[src/hw/rtl/wris_pkg.sv]
// Package for the weighted record insertion sorter.
// Holds field widths, the controller state type and the command/status structs.
// No dependencies.
package wris_pkg;

    localparam int COORD_W       = 16;
    localparam int PRIO_W        = 16;
    localparam int RANK_W        = 6;
    localparam int KEY_W         = 22;
    localparam int BOX_W         = 4 * COORD_W;
    localparam int MAX_BOXES_DEF = 64;

    typedef enum logic [2:0] {
        S_IDLE,
        S_RD,
        S_CMP,
        S_CHK,
        S_ORD,
        S_OLD,
        S_OUT
    } t_state;

    typedef struct packed {
        logic load;      // capture a new item, start insertion at the end
        logic rd_pos;    // read the entry just below the insert position
        logic rd_out;    // read the entry at the output index
        logic wr_shift;  // move the entry read last up by one place
        logic wr_new;    // write the new item at the insert position
        logic k_clr;
        logic k_inc;
        logic out_load;
        logic run_done;  // clear count and overflow after the last transfer
    } t_cmd;

    typedef struct packed {
        logic full;
        logic pos_zero;
        logic greater;
        logic final_item;
        logic last;
    } t_status;

endpackage

[src/hw/rtl/wris_ctrl.sv]
// Controller of the weighted record insertion sorter: sequences insertion
// and output of a set. Depends on wris_pkg.
module wris_ctrl
    import wris_pkg::*;
(
    input  logic    i_clk,
    input  logic    i_rst_n,
    input  logic    i_valid,
    output logic    o_ready,
    output logic    o_valid,
    input  logic    i_ready,
    input  t_status i_status,
    output t_cmd    o_cmd
);

    t_state r_state, n_state;

    always_ff @(posedge i_clk) begin
        if (!i_rst_n) begin
            r_state <= S_IDLE;
        end else begin
            r_state <= n_state;
        end
    end

    always_comb begin
        n_state = r_state;
        o_cmd   = '0;
        o_ready = 1'b0;
        o_valid = 1'b0;
        unique case (r_state)
            S_IDLE: begin
                o_ready = 1'b1;
                if (i_valid) begin
                    o_cmd.load = 1'b1;
                    n_state = i_status.full ? S_CHK : S_RD;
                end
            end
            S_RD: begin
                if (i_status.pos_zero) begin
                    o_cmd.wr_new = 1'b1;
                    n_state = S_CHK;
                end else begin
                    o_cmd.rd_pos = 1'b1;
                    n_state = S_CMP;
                end
            end
            S_CMP: begin
                if (i_status.greater) begin
                    o_cmd.wr_shift = 1'b1;
                    n_state = S_RD;
                end else begin
                    o_cmd.wr_new = 1'b1;
                    n_state = S_CHK;
                end
            end
            S_CHK: begin
                o_cmd.k_clr = 1'b1;
                n_state = i_status.final_item ? S_ORD : S_IDLE;
            end
            S_ORD: begin
                o_cmd.rd_out = 1'b1;
                n_state = S_OLD;
            end
            S_OLD: begin
                o_cmd.out_load = 1'b1;
                n_state = S_OUT;
            end
            S_OUT: begin
                o_valid = 1'b1;
                if (i_ready) begin
                    if (i_status.last) begin
                        o_cmd.run_done = 1'b1;
                        n_state = S_IDLE;
                    end else begin
                        o_cmd.k_inc = 1'b1;
                        n_state = S_ORD;
                    end
                end
            end
            default: n_state = S_IDLE;
        endcase
    end

    a_ready_idle: assert property (@(posedge i_clk) disable iff (!i_rst_n)
        !(o_ready && o_valid)) else $error("input and output active together");
    a_done_on_last: assert property (@(posedge i_clk) disable iff (!i_rst_n)
        o_cmd.run_done |=> r_state == S_IDLE) else $error("run end not back to idle");
    a_insert_ends: assert property (@(posedge i_clk) disable iff (!i_rst_n)
        o_cmd.wr_new |=> r_state == S_CHK) else $error("insert not followed by check");

endmodule

[config.mk]
export PLATFORM = sky130hd
export DESIGN_NAME = wris_ctrl
export DESIGN_NICKNAME = d
export VERILOG_FILES = /design/src/hw/rtl/wris_pkg.sv /design/src/hw/rtl/wris_ctrl.sv
export SDC_FILE = /design/constraint.sdc
export NUM_CORES = 1
export LEC_CHECK = 0
export CORE_AREA = 3 3 40 42
export CTS_CLUSTER_SIZE = 14
export DETAILED_ROUTE_END_ITERATION = 10
export DIE_AREA = 0 0 43 45
export DONT_BUFFER_PORTS = 1
export PLACE_DENSITY = 0.41
export SLEW_MARGIN = 25
export SYNTH_ARGS = -nofsm -noshare
export SYNTH_HDL_FRONTEND = slang
export SYNTH_SLANG_ARGS = --single-unit
[constraint.sdc]
create_clock -name i_clk -period 2.3 [get_ports i_clk]
set_clock_uncertainty 0.1 [all_clocks]
set_input_delay 0.345 -clock i_clk [delete_from_list [all_inputs] [get_ports i_clk]]
set_output_delay 0.345 -clock i_clk [all_outputs]
set_load 0.03 [all_outputs]
==> summary.txt <==
Status
  – Status: completed

STA
  – Slew Viols, Final: 0
  – Tcrit/Tclk final: 85.09%
  – Hold Vio Cnt, Final: 0
  – Max-Slew Margin vs Limit: 63.27%
  – WHS: 0.1816 ns
  – Max Fclk: 511.0 MHz
  – Min Tclk post-route: 1.957 ns
  – Final setup violation count: 0
  – Setup TNS: 0 ns
  – RSZ-0062 raised after global routing: no
  – Measured slew at the worst slew-check pin: 0.5489 ns

GRT
  – Vias in the first global route: 258
  – Global-route wire length before repair: 1117 um
  – Initial antenna violation count: 0
  – Total grt overflow: 0
  – GRT Overall Usage: 7.980%
  – Largest net degree at the start of global routing: 15

Die
  – Num ports: 20
  – Die area: 1935 um^2
  – Num rows: 13
  – Core ar.: 1285 um^2
  – Initial cell density of the core: 23.86%
  – Chip height: 45 um
  – Die span in x: 43 um

Logic synthesis
  – Flops & latches, synth: 3
  – Synth Area per Inst: 8.067 um^2
  – Top cells by area, synth: dfxtp_1 (20%), buf_6 (7.3%), nor2_1 (6.1%)
  – Mapped Nets: 47
  – Area share of the largest cell type after synthesis: 19.59%
  – Synth area leader: dfxtp_1
  – Netlist cell types: 28
  – Cell Area, Synth: 306.5 um^2
  – Seq/Total Area, Yosys: 19.59%
  – Mapped Cells: 38
  – Ys Warns: 0

Pwr
  – Leak: 0.1496 nW
  – Pint: 0.0001553 W
  – Logic pwr share: 32.2%
  – Final Power: 0.0002467 W
  – Power per cell area: 668.3 nW/um^2
  – Sw Pwr: 0.00009136 W
  – Sw frac: 37.04%
  – Clock power share: 37.5%
  – Peak VDD IR: 260.8 uV
  – Seq pwr share: 30.3%

Critical path
  – Critical Path, Cell by Cell: nand2_2, nor2_2, buf_4, and3_1
  – Setup crit start kind: register
  – Worst Path Required: 1.86 ns
  – Critical-path top delay cell: dfxtp_1
  – Arrival @ worst endpoint: 1.51 ns
  – Kind of critical path: register to output port
  – Max incr delay on CP: 0.54 ns
  – Critical path buffers and inverters: 1
  – Crit path max fanout: 8
  – Cell family with most CP delay: simple AND/OR/NAND/NOR gates
  – CP Capture Type: output port

Detailed routing
  – Residual DRC: 0
  – Highest routed layer: met4
  – Met2 WL: 359 um
  – WL/cell: 11.82 um
  – Vias per cell: 4.767
  – Wire length on met1: 241 um
  – Post-route ant nets: 0
  – Routed WL: 709 um
  – Met3 wire len: 94 um
  – Pre-antenna DRT Iters: 2
  – Overall via count from detail_route: 286
  – Initial DRC count: 6

Final layout
  – Final Cell Area: 369.1 um^2
  – Largest regs: r_state (3)
  – Final Net Count: 55
  – Leading cell type in the layout, fill and taps excluded: buf_4
  – Most frequent cells in the layout: buf_4 (6), nor2_1 (5), clkbuf_4 (3), dfxtp_1 (3)
  – Largest register by flop count: r_state
  – Share of cells above drive strength 1: 42.22%
  – Non-filler cells, final: 60
  – N_diodes: 0
  – Max reg flops: 3
  – Area Overhead vs Synth: 20.41%

Clock network
  – Post-CTS Setup Bufs: 0
  – Sink Count: 3
  – CTS buffer count: 3
  – Clock root cell: clkbuf_4
  – Clock Path Buffers: 2
  – CTS tree: done
  – CTS H-tree depth: 1
  – Worst skew pair latency: 0.23 ns
  – Worst-path clk slew: 0.04 ns
  – Hold bufs inserted after CTS: 0
  – Resize count post-CTS: 0

Min path
  – Hold/Removal Path Class: primary input to register

Place
  – Hpwl dp: 583 um
  – Placed cell area: 342.8 um^2
  – IO Port Bufs: 0
  – Placer Congestion: 0.6910
  – Placed cell count: 56

Run
  – Maxcap violations: 0
[power by group through the flow]
stage / clock network, W / logic, W / registers (W)
floorplan: 0 / 0.0000837 / 0.0000627
global placement: 0 / 0.0000805 / 0.0000749
detailed placement: 0 / 0.0000809 / 0.0000753
CTS: 0.0000944 / 0.0000811 / 0.0000747
global route: 0.000103 / 0.0000864 / 0.0000759
finish: 0.0000925 / 0.0000795 / 0.0000747
[synth_stat cells (all sizes together)]
cell	number
o22a	1
nor3	2
inv	1
a2bb2oi	1
nor2b	2
and3b	1
nor4b	1
and3	1
nand3b	1
and2	2
a21oi	2
nand2b	1
a21boi	1
a22oi	1
nor3b	1
nand2	3
o211ai	1
nor2	6
buf	3
dfxtp	3
o21ai	3
[layout make-up]
| class | instances | area [um^2] |
|---|---|---|
| multi-input cells | 31 | 215.2 |
| fillers | 145 | 915.9 |
| well taps | 15 | 18.77 |
| clock buffers | 4 | 26.28 |
| repair buffers | 6 | 45.04 |
| flip-flops and latches | 3 | 60.06 |
| inverters | 1 | 3.754 |
[routing by layer]
| layer | vias to the layer above | track usage [%] |
|---|---|---|
| li1 | 146 | - |
| met1 | 127 | 6.475 |
| met2 | 11 | 13.47 |
| met3 | 2 | 5.976 |
| met4 | 0 | 5.422 |
| met5 | - | 0 |
[path summary, 6_finish.rpt]
check,cells past startpoint,slack [ns],end,start
setup / recovery,4,0.34,o_cmd[0],r_state[2]
hold / removal,2,0.18,r_state[0],i_rst_n
setup reg to reg,5,0.91,r_state[1],r_state[1]
hold reg to reg,2,0.64,r_state[2],r_state[2]
[through the flow]
| stage | utilization, % | worst slack [ns] |
|---|---|---|
| floorplan | - | 0.2611 |
| global placement | 26.68 | 0.5896 |
| detailed placement | 26.68 | 0.5831 |
| CTS | 28.72 | 0.3324 |
| global route | 28.72 | 0.2241 |
| finish | 28.72 | 0.3429 |
[cell families after synthesis]
logic type,share of synthesized area [%]
and+or+nand+nor,44.09
buffers and inverters,10.20
AOI/OAI and AO/OA,26.12
DFF,19.59
Note: power is estimated with default switching activity, not from simulation.
